**config.mk**
```make
export PLATFORM = sky130hd
export DESIGN_NAME = stable_priority_queue
export DESIGN_NICKNAME = d
export VERILOG_FILES = /design/src/design/spq_pkg.sv /design/src/design/stable_priority_queue.sv /design/src/design/spq_ram.sv
export SDC_FILE = /design/constraint.sdc
export NUM_CORES = 1
export LEC_CHECK = 0
export BUFFER_PORTS_ARGS = -buffer_cell sky130_fd_sc_hd__buf_2
export CORE_UTILIZATION = 45
export DETAILED_ROUTE_END_ITERATION = 8
export PLACE_DENSITY_LB_ADDON = 0.1
export SLEW_MARGIN = 20
export SYNTH_ARGS = -nofsm -noshare
export SYNTH_HDL_FRONTEND = slang
export SYNTH_HIERARCHICAL = 1
export SYNTH_SLANG_ARGS = --single-unit
```
**constraint.sdc**
```tcl
create_clock -name clk -period 9.15 [get_ports clk]
set_input_delay 0.915 -clock clk [delete_from_list [all_inputs] [get_ports clk]]
set_output_delay 0.915 -clock clk [all_outputs]
set_load 0.02 [all_outputs]
```
**src/design/spq_pkg.sv**
```systemverilog
// Package for the stable priority queue.
// Command and result word types, operation and status codes, controller states.
// No dependencies.
package spq_pkg;

  localparam int STAMP_BITS = 32;

  localparam logic MODE_PUSH = 1'b0;
  localparam logic MODE_POP  = 1'b1;

  localparam logic [1:0] ST_OK        = 2'd0;
  localparam logic [1:0] ST_POP_EMPTY = 2'd1;
  localparam logic [1:0] ST_PUSH_FULL = 2'd2;

  typedef struct packed {
    logic        mode;
    logic [15:0] payload;
    logic [15:0] priority_req;
  } cmd_word_t;

  typedef struct packed {
    logic [15:0] head_payload;
    logic [15:0] head_priority;
    logic [4:0]  entry_count;
    logic        is_empty;
    logic [1:0]  status;
  } result_word_t;

  typedef enum logic [1:0] {
    S_CLEAR,
    S_IDLE,
    S_SCAN,
    S_FINISH
  } ctrl_state_t;

endpackage

```
**src/design/stable_priority_queue.sv**
```systemverilog
// Stable bounded priority queue, ties served first-in first-out.
// Depends on spq_pkg and spq_ram (entry store).
//
//   channel | ports                 | handshake
//   --------+-----------------------+----------------------------------
//   command | cmd (cmd_word_t)      | taken when start && !busy
//   result  | result (result_word_t)| valid for one cycle while done
//
// A push or pop that changes the queue scans the entry RAM one slot per cycle;
// busy stays high through the scan and finish states, and done is registered in finish.
// A push to a full queue or a pop on an empty queue answers in the next cycle.
// After reset a clearing pass writes zero to every RAM slot and holds busy high.
// The receiver cannot stall; each result is shown once.
module stable_priority_queue #(
  parameter int DEPTH         = 16,
  parameter int PAYLOAD_BITS  = 16,
  parameter int PRIORITY_BITS = 16
) (
  input  logic                 clk,
  input  logic                 rst,
  input  logic                 start,
  output logic                 busy,
  input  spq_pkg::cmd_word_t   cmd,
  output logic                 done,
  output spq_pkg::result_word_t result
);

  localparam int IDX_W  = $clog2(DEPTH);
  localparam int CNT_W  = $clog2(DEPTH + 1);
  localparam int SB     = spq_pkg::STAMP_BITS;
  localparam int WORD_W = 1 + PAYLOAD_BITS + PRIORITY_BITS + SB;
  localparam logic [IDX_W-1:0] LAST_IDX = IDX_W'(DEPTH - 1);
  localparam logic [CNT_W-1:0] FULL_CNT = CNT_W'(DEPTH);

  spq_pkg::ctrl_state_t state, state_next;

  logic [IDX_W-1:0]         cnt;
  logic                     issue_done;
  logic                     rd_vld;
  logic [IDX_W-1:0]         rd_idx;
  logic [CNT_W-1:0]         count;
  logic [SB-1:0]            stamp;
  spq_pkg::cmd_word_t       cmd_reg;
  logic [1:0]               status;

  logic [IDX_W-1:0]         head_idx;
  logic [PAYLOAD_BITS-1:0]  head_pay;
  logic [PRIORITY_BITS-1:0] head_pri;

  logic                     best_found;
  logic [IDX_W-1:0]         best_idx;
  logic [PAYLOAD_BITS-1:0]  best_pay;
  logic [PRIORITY_BITS-1:0] best_pri;
  logic [SB-1:0]            best_age;
  logic                     free_found;
  logic [IDX_W-1:0]         free_idx;

  logic                     we;
  logic [IDX_W-1:0]         waddr;
  logic [WORD_W-1:0]        wdata;
  logic [WORD_W-1:0]        rdata;
  logic                     accept;
  logic                     cmd_push;

  logic                     rd_valid_bit;
  logic [PAYLOAD_BITS-1:0]  rd_pay;
  logic [PRIORITY_BITS-1:0] rd_pri;
  logic [SB-1:0]            rd_stamp;
  logic [SB-1:0]            rd_age;
  logic                     rd_better;

  logic [PAYLOAD_BITS+15:0]  in_pay_ext;
  logic [PRIORITY_BITS+15:0] in_pri_ext;
  logic [PAYLOAD_BITS+15:0]  out_pay_ext;
  logic [PRIORITY_BITS+15:0] out_pri_ext;
  logic [CNT_W+4:0]          out_cnt_ext;
  logic [PAYLOAD_BITS-1:0]   new_pay;
  logic [PRIORITY_BITS-1:0]  new_pri;
  logic [SB-1:0]             stamp_inc;

  spq_ram #(.WIDTH(WORD_W), .DEPTH(DEPTH)) u_store (
    .clk   (clk),
    .we    (we),
    .waddr (waddr),
    .wdata (wdata),
    .raddr (cnt),
    .rdata (rdata)
  );

  assign accept   = start && !busy;
  assign cmd_push = cmd_reg.mode == spq_pkg::MODE_PUSH;

  assign in_pay_ext = (PAYLOAD_BITS + 16)'(cmd_reg.payload);
  assign in_pri_ext = (PRIORITY_BITS + 16)'(cmd_reg.priority_req);
  assign new_pay    = in_pay_ext[PAYLOAD_BITS-1:0];
  assign new_pri    = in_pri_ext[PRIORITY_BITS-1:0];
  assign stamp_inc  = stamp + SB'(1);

  assign {rd_valid_bit, rd_pay, rd_pri, rd_stamp} = rdata;
  assign rd_age    = stamp - rd_stamp;
  assign rd_better = rd_valid_bit && (!best_found || rd_pri < best_pri ||
                     (rd_pri == best_pri && rd_age > best_age));

  // next state
  always_comb begin
    state_next = state;
    case (state)
      spq_pkg::S_CLEAR: begin
        if (cnt == LAST_IDX) state_next = spq_pkg::S_IDLE;
      end
      spq_pkg::S_IDLE: begin
        if (accept) begin
          if (cmd.mode == spq_pkg::MODE_PUSH) begin
            if (count != FULL_CNT) state_next = spq_pkg::S_SCAN;
          end else if (count != '0) begin
            state_next = spq_pkg::S_SCAN;
          end
        end
      end
      spq_pkg::S_SCAN: begin
        if (rd_vld && rd_idx == LAST_IDX) state_next = spq_pkg::S_FINISH;
      end
      spq_pkg::S_FINISH: state_next = spq_pkg::S_IDLE;
      default: state_next = spq_pkg::S_CLEAR;
    endcase
  end

  // RAM write port and busy
  always_comb begin
    we    = 1'b0;
    waddr = cnt;
    wdata = '0;
    busy  = state != spq_pkg::S_IDLE;
    case (state)
      spq_pkg::S_CLEAR: we = 1'b1;
      spq_pkg::S_IDLE: begin
        if (accept && cmd.mode == spq_pkg::MODE_POP && count != '0) begin
          we    = 1'b1;
          waddr = head_idx;
        end
      end
      spq_pkg::S_FINISH: begin
        if (cmd_push) begin
          we    = 1'b1;
          waddr = free_idx;
          wdata = {1'b1, new_pay, new_pri, stamp_inc};
        end
      end
      default: we = 1'b0;
    endcase
  end

  always_ff @(posedge clk) begin
    if (rst) begin
      state      <= spq_pkg::S_CLEAR;
      cnt        <= '0;
      issue_done <= 1'b0;
      rd_vld     <= 1'b0;
      count      <= '0;
      stamp      <= '0;
      done       <= 1'b0;
      status     <= spq_pkg::ST_OK;
    end else begin
      state  <= state_next;
      rd_vld <= state == spq_pkg::S_SCAN && !issue_done;
      rd_idx <= cnt;
      case (state)
        spq_pkg::S_CLEAR: begin
          done <= 1'b0;
          cnt  <= (cnt == LAST_IDX) ? '0 : cnt + IDX_W'(1);
        end
        spq_pkg::S_IDLE: begin
          cnt        <= '0;
          issue_done <= 1'b0;
          best_found <= 1'b0;
          best_age   <= '0;
          free_found <= 1'b0;
          done       <= accept && ((cmd.mode == spq_pkg::MODE_PUSH) ?
                                   (count == FULL_CNT) : (count == '0));
          if (accept) begin
            cmd_reg <= cmd;
            if (cmd.mode == spq_pkg::MODE_PUSH) begin
              status <= (count == FULL_CNT) ? spq_pkg::ST_PUSH_FULL : spq_pkg::ST_OK;
            end else if (count == '0) begin
              status <= spq_pkg::ST_POP_EMPTY;
            end else begin
              status <= spq_pkg::ST_OK;
              count  <= count - CNT_W'(1);
            end
          end
        end
        spq_pkg::S_SCAN: begin
          done <= 1'b0;
          if (!issue_done) begin
            if (cnt == LAST_IDX) issue_done <= 1'b1;
            else cnt <= cnt + IDX_W'(1);
          end
          if (rd_vld) begin
            if (cmd_push) begin
              if (!rd_valid_bit && !free_found) begin
                free_found <= 1'b1;
                free_idx   <= rd_idx;
              end
            end else if (rd_better) begin
              best_found <= 1'b1;
              best_idx   <= rd_idx;
              best_pay   <= rd_pay;
              best_pri   <= rd_pri;
              best_age   <= rd_age;
            end
          end
        end
        spq_pkg::S_FINISH: begin
          done <= 1'b1;
          if (cmd_push) begin
            stamp <= stamp_inc;
            count <= count + CNT_W'(1);
            if (count == '0 || new_pri < head_pri) begin
              head_idx <= free_idx;
              head_pay <= new_pay;
              head_pri <= new_pri;
            end
          end else if (best_found) begin
            head_idx <= best_idx;
            head_pay <= best_pay;
            head_pri <= best_pri;
          end
        end
        default: begin
          cnt  <= '0;
          done <= 1'b0;
        end
      endcase
    end
  end

  assign out_pay_ext = (PAYLOAD_BITS + 16)'(head_pay);
  assign out_pri_ext = (PRIORITY_BITS + 16)'(head_pri);
  assign out_cnt_ext = (CNT_W + 5)'(count);

  always_comb begin
    result.head_payload  = (count == '0) ? 16'd0 : out_pay_ext[15:0];
    result.head_priority = (count == '0) ? 16'd0 : out_pri_ext[15:0];
    result.entry_count   = out_cnt_ext[4:0];
    result.is_empty      = count == '0;
    result.status        = status;
  end

  a_count_bound: assert property (@(posedge clk) disable iff (rst)
    count <= FULL_CNT)
    else $error("entry count above depth");

  a_full_flag: assert property (@(posedge clk) disable iff (rst)
    done && status == spq_pkg::ST_PUSH_FULL |-> count == FULL_CNT)
    else $error("push dropped while not full");

  a_empty_flag: assert property (@(posedge clk) disable iff (rst)
    done && status == spq_pkg::ST_POP_EMPTY |-> count == '0)
    else $error("pop flagged empty while entries held");

  a_accept_progress: assert property (@(posedge clk) disable iff (rst)
    accept |=> busy || done)
    else $error("command neither answered nor in progress");

  a_scan_free: assert property (@(posedge clk) disable iff (rst)
    state == spq_pkg::S_FINISH && cmd_push |-> free_found)
    else $error("push finished without a free slot");

endmodule

```
**src/design/spq_ram.sv**
```systemverilog
// Generic single-port-write, single-port-read RAM with registered read data.
// No dependencies.
module spq_ram #(
  parameter int WIDTH = 65,
  parameter int DEPTH = 16
) (
  input  logic                     clk,
  input  logic                     we,
  input  logic [$clog2(DEPTH)-1:0] waddr,
  input  logic [WIDTH-1:0]         wdata,
  input  logic [$clog2(DEPTH)-1:0] raddr,
  output logic [WIDTH-1:0]         rdata
);

  logic [WIDTH-1:0] mem [DEPTH];

  always_ff @(posedge clk) begin
    if (we) begin
      mem[waddr] <= wdata;
    end
    rdata <= mem[raddr];
  end

endmodule
```
==> summary.txt <==
Clock network
  – CTS Buffer Depth: 3
  – Hold-fix buffers at CTS: 0
  – Cts bufs inserted: 139
  – Clk_lat worst skew: 0.74 ns
  – Post-CTS Setup Inserts: 0
  – CTS H-Tree Depth: 4
  – CTS tree: yes
  – Clock-pin slew on the worst setup and hold paths: around 0.06 ns
  – CTS root buf: clkbuf_16
  – Clock sinks: ~1.3k
  – Post-cts sizing count: 0

Setup path
  – CP Max Fanout: 36
  – Reg2reg path depth: 17
  – Worst setup path category: reg -> reg
  – Critical Path Source Type: register
  – Setup crit end kind: register
  – Crit path DAT: slightly below 6 ns
  – Worst Path Required: ~9.5 ns

Finish
  – Top reg by flops: u_store/mem
  – Nets@finish: between 3k and 4k
  – Diode count: 0
  – Max reg flops: approximately 1.0k
  – Top flop regs: u_store/mem: 1040 flops, u_store/rdata: 65 flops
  – Fraction of layout instances using a drive strength above 1: a little over a fifth
  – Cell area after layout: slightly below 60,000 um^2
  – Area growth syn-to-layout: 13.0%

Worst hold path
  – Hold crit path type: in -> reg
  – Hold path cells: 1

Drt
  – Drt first-iter violations: approximately 2.6k
  – Post-Route WL: about 130,000 um
  – Vias per cell: roughly 6
  – Vias: 27.3k
  – Detail Route Antenna Nets: 0
  – Wire per inst: ~28 um
  – DRC: 3
  – First-pass DRT Iterations: 8

Synth
  – Asr flop ratio synth: 0%
  – Post-Synthesis Mean Instance Area: between 15 and 20 um^2
  – Synth Register Bits: 1,300
  – Synth Flop Type: edfxtp_1
  – Adder-cell share of the synthesized area: 2.59%
  – Number of synthesized flops with an enable pin: approximately 1.2k
  – Synth warn: 6
  – Top cell type's share of synthesized area: between 60% and 70%
  – Mux share of post-synthesis cell area: approximately 12%
  – Synth top area cells: edfxtp_1, mux4_2, dfxtp_1
  – Sequential area share after synthesis: between 70% and 80%
  – Main combinational cell family by area after synthesis: multiplexers
  – Complex-gate fraction of the synthesized area: about 4.4%
  – Simple-gate portion of the synthesized area: 4.94%
  – Mapped Nets: a little over 3k
  – Cell taking the most area after synthesis: edfxtp_1
  – Synthesized instance count: a little under 3k
  – Synth Area in XOR/XNOR: about 1.3%
  – Synth unique cells: 83
  – Mapped cell area: 52,300 um^2

STA
  – FMAX: 181 MHz
  – Tcrit/Tclk final: about three fifths
  – Worst Tran Pin Value: about 1.1 ns
  – Final Skew: between 0.02 and 0.025 ns
  – Setup violators final: 0
  – Slew headroom: 24.8%
  – Setup TNS: 0 ns
  – Post-layout min period: approximately 5.5 ns
  – RSZ-0062 raised after global routing: no
  – Fin. max-slew vios: 0
  – Count of final hold-check violations: 0

Floorplanning
  – Core area: ~110,000 um^2
  – Starting Density: roughly 46%
  – Total die area: 118,000 um^2
  – I/O pin count: 78
  – # rows: 124
  – Floorplan die height: 343 um
  – DIE WIDTH: roughly 340 um

Power and ir drop
  – Worst vdd ir: 0.000203 V
  – Pwr/cell area: 291 nW/um^2
  – Leak Pwr: ~0.021 uW

Run
  – Max Cap Viol: 0

Run status
  – Status: finished with violations
  – Failing checks: DRC

GRT
  – Global-route congestion overflow total: 0
  – Largest net degree at the start of global routing: between 80 and 90
  – Antenna violations before repair: 3
  – First-pass GRT wire length: 190,000 um
  – GRT Total Usage: 22.3%
  – Vias in the first global route: approximately 28k

Place
  – Final HPWL DP: a little over 70,000 um
  – Placed Area: around 55,000 um^2
  – Port bufs: just under 80
  – RePlAce Congestion: 0.859
-- worst max-delay path, stage by stage (launching register included) --
cell and delay (ns):
dfxtp_1 0.41, ha_1 0.42, nand3_1 0.15, or3_1 0.40, a21oi_1 0.33, o21ai_0 0.17
o21ai_1 0.37, a211oi_1 0.20, xnor2_1 0.16, ha_1 0.31, nand4_1 0.12, or3_1 0.41
nor3_1 0.27, nand3_1 0.12, o311a_1 0.16, nor4b_1 0.60, nor3_2 0.09, buf_4 0.35
-- Yosys cell counts (10+ instances only) --
cell type	count
or3_1	16
a21o_1	10
dfxtp_1	113
nand2b_1	15
nand3_1	28
a211oi_1	10
nand2_1	139
xor2_1	30
nor3_1	27
o21a_1	13
xnor2_1	47
buf_2	26
buf_6	14
a21oi_1	75
nor2b_1	31
a22oi_1	134
edfxtp_1	1187
ha_1	105
nand4_1	19
inv_1	114
nor2_1	132
mux2_2	35
o21ai_0	42
mux4_2	260
and2_1	62
clkbuf_1	68
-- routing by layer --
layer | track usage, % | up-vias | part of all wire, %
met2 | 35.3 | 869 | 47
met5 | 0 | - | 0.010
li1 | - | 11800 | -
met3 | 4.16 | 187 | 6.1
met1 | 31.8 | 14400 | 44
met4 | 6.26 | 2 | 2.2
-- cells by family after synthesis --
group	Yosys count
AOI/OAI and AO/OA	342
xor gates and xnor gates	77
adders and majority gates	107
buffers and inverters	243
DFF	1300
muxes	303
and+or+nand+nor	510
-- layout make-up --
class / count / area [um^2]
Fill cell: 9302 / 55800
Sequential cell: 1300 / 37900
Multi-Input combinational cell: 1339 / 13500
Clock buffer: 195 / 3870
Tap cell: 1512 / 1890
Timing Repair Buffer: 134 / 898
Clock inverter: 59 / 544
Inverter: 117 / 439
-- stage by stage --
stage / cells / hold WS, ns / setup WS, ns / util, % / power, uW
finish: 4656 / 0.346 / 3.61 / 51.4 / 17200
global route: 4656 / 0.307 / 3.17 / 51.4 / 17900
CTS: 4656 / 0.289 / 3.64 / 51.4 / 17400
detailed placement: 4402 / 0.389 / 3.68 / 47.6 / 11900
global placement: 4401 / 0.387 / 3.70 / 47.5 / 11900
floorplan: 2882 / 0.386 / 1.88 / - / 10500
-- cells in the final DEF, fill, tap and decap left out, types with 14 or more instances in the layout --
cell type,Yosys,layout
clkbuf_1,68,41
nor3_1,27,22
xnor2_1,47,47
mux2_2,35,35
nor2b_1,31,29
buf_2,26,78
clkinv_1,2,20
nand2_1,139,139
clkbuf_16,0,142
and2_1,62,61
nand3_1,28,28
edfxtp_1,1187,1187
dfxtp_1,113,111
nand2b_1,15,14
o21ai_0,42,41
inv_1,114,114
nand4_1,19,19
buf_4,7,49
a21oi_1,75,69
nor2_4,1,16
ha_1,105,105
clkinv_2,0,20
mux4_2,260,260
xor2_1,30,30
a22oi_1,134,134
or3_1,16,16
nor2_1,132,114
-- where the power goes --
part           switching [uW]  leakage (uW)  internal [uW]
registers                 262        0.0126           7280
clock network            2290       0.00216           3140
logic                    2570       0.00573           1620
-- worst paths after layout --
check	from	end	slack [ns]
hold / removal	cmd[21]	new_pay[5]	0.35
hold reg to reg	u_store/rdata[62]	best_pay[14]	0.40
setup / recovery	stamp[9]	best_pay[9]	3.61
setup reg to reg	stamp[9]	best_pay[9]	3.61
(Power assumes the default switching activity.)
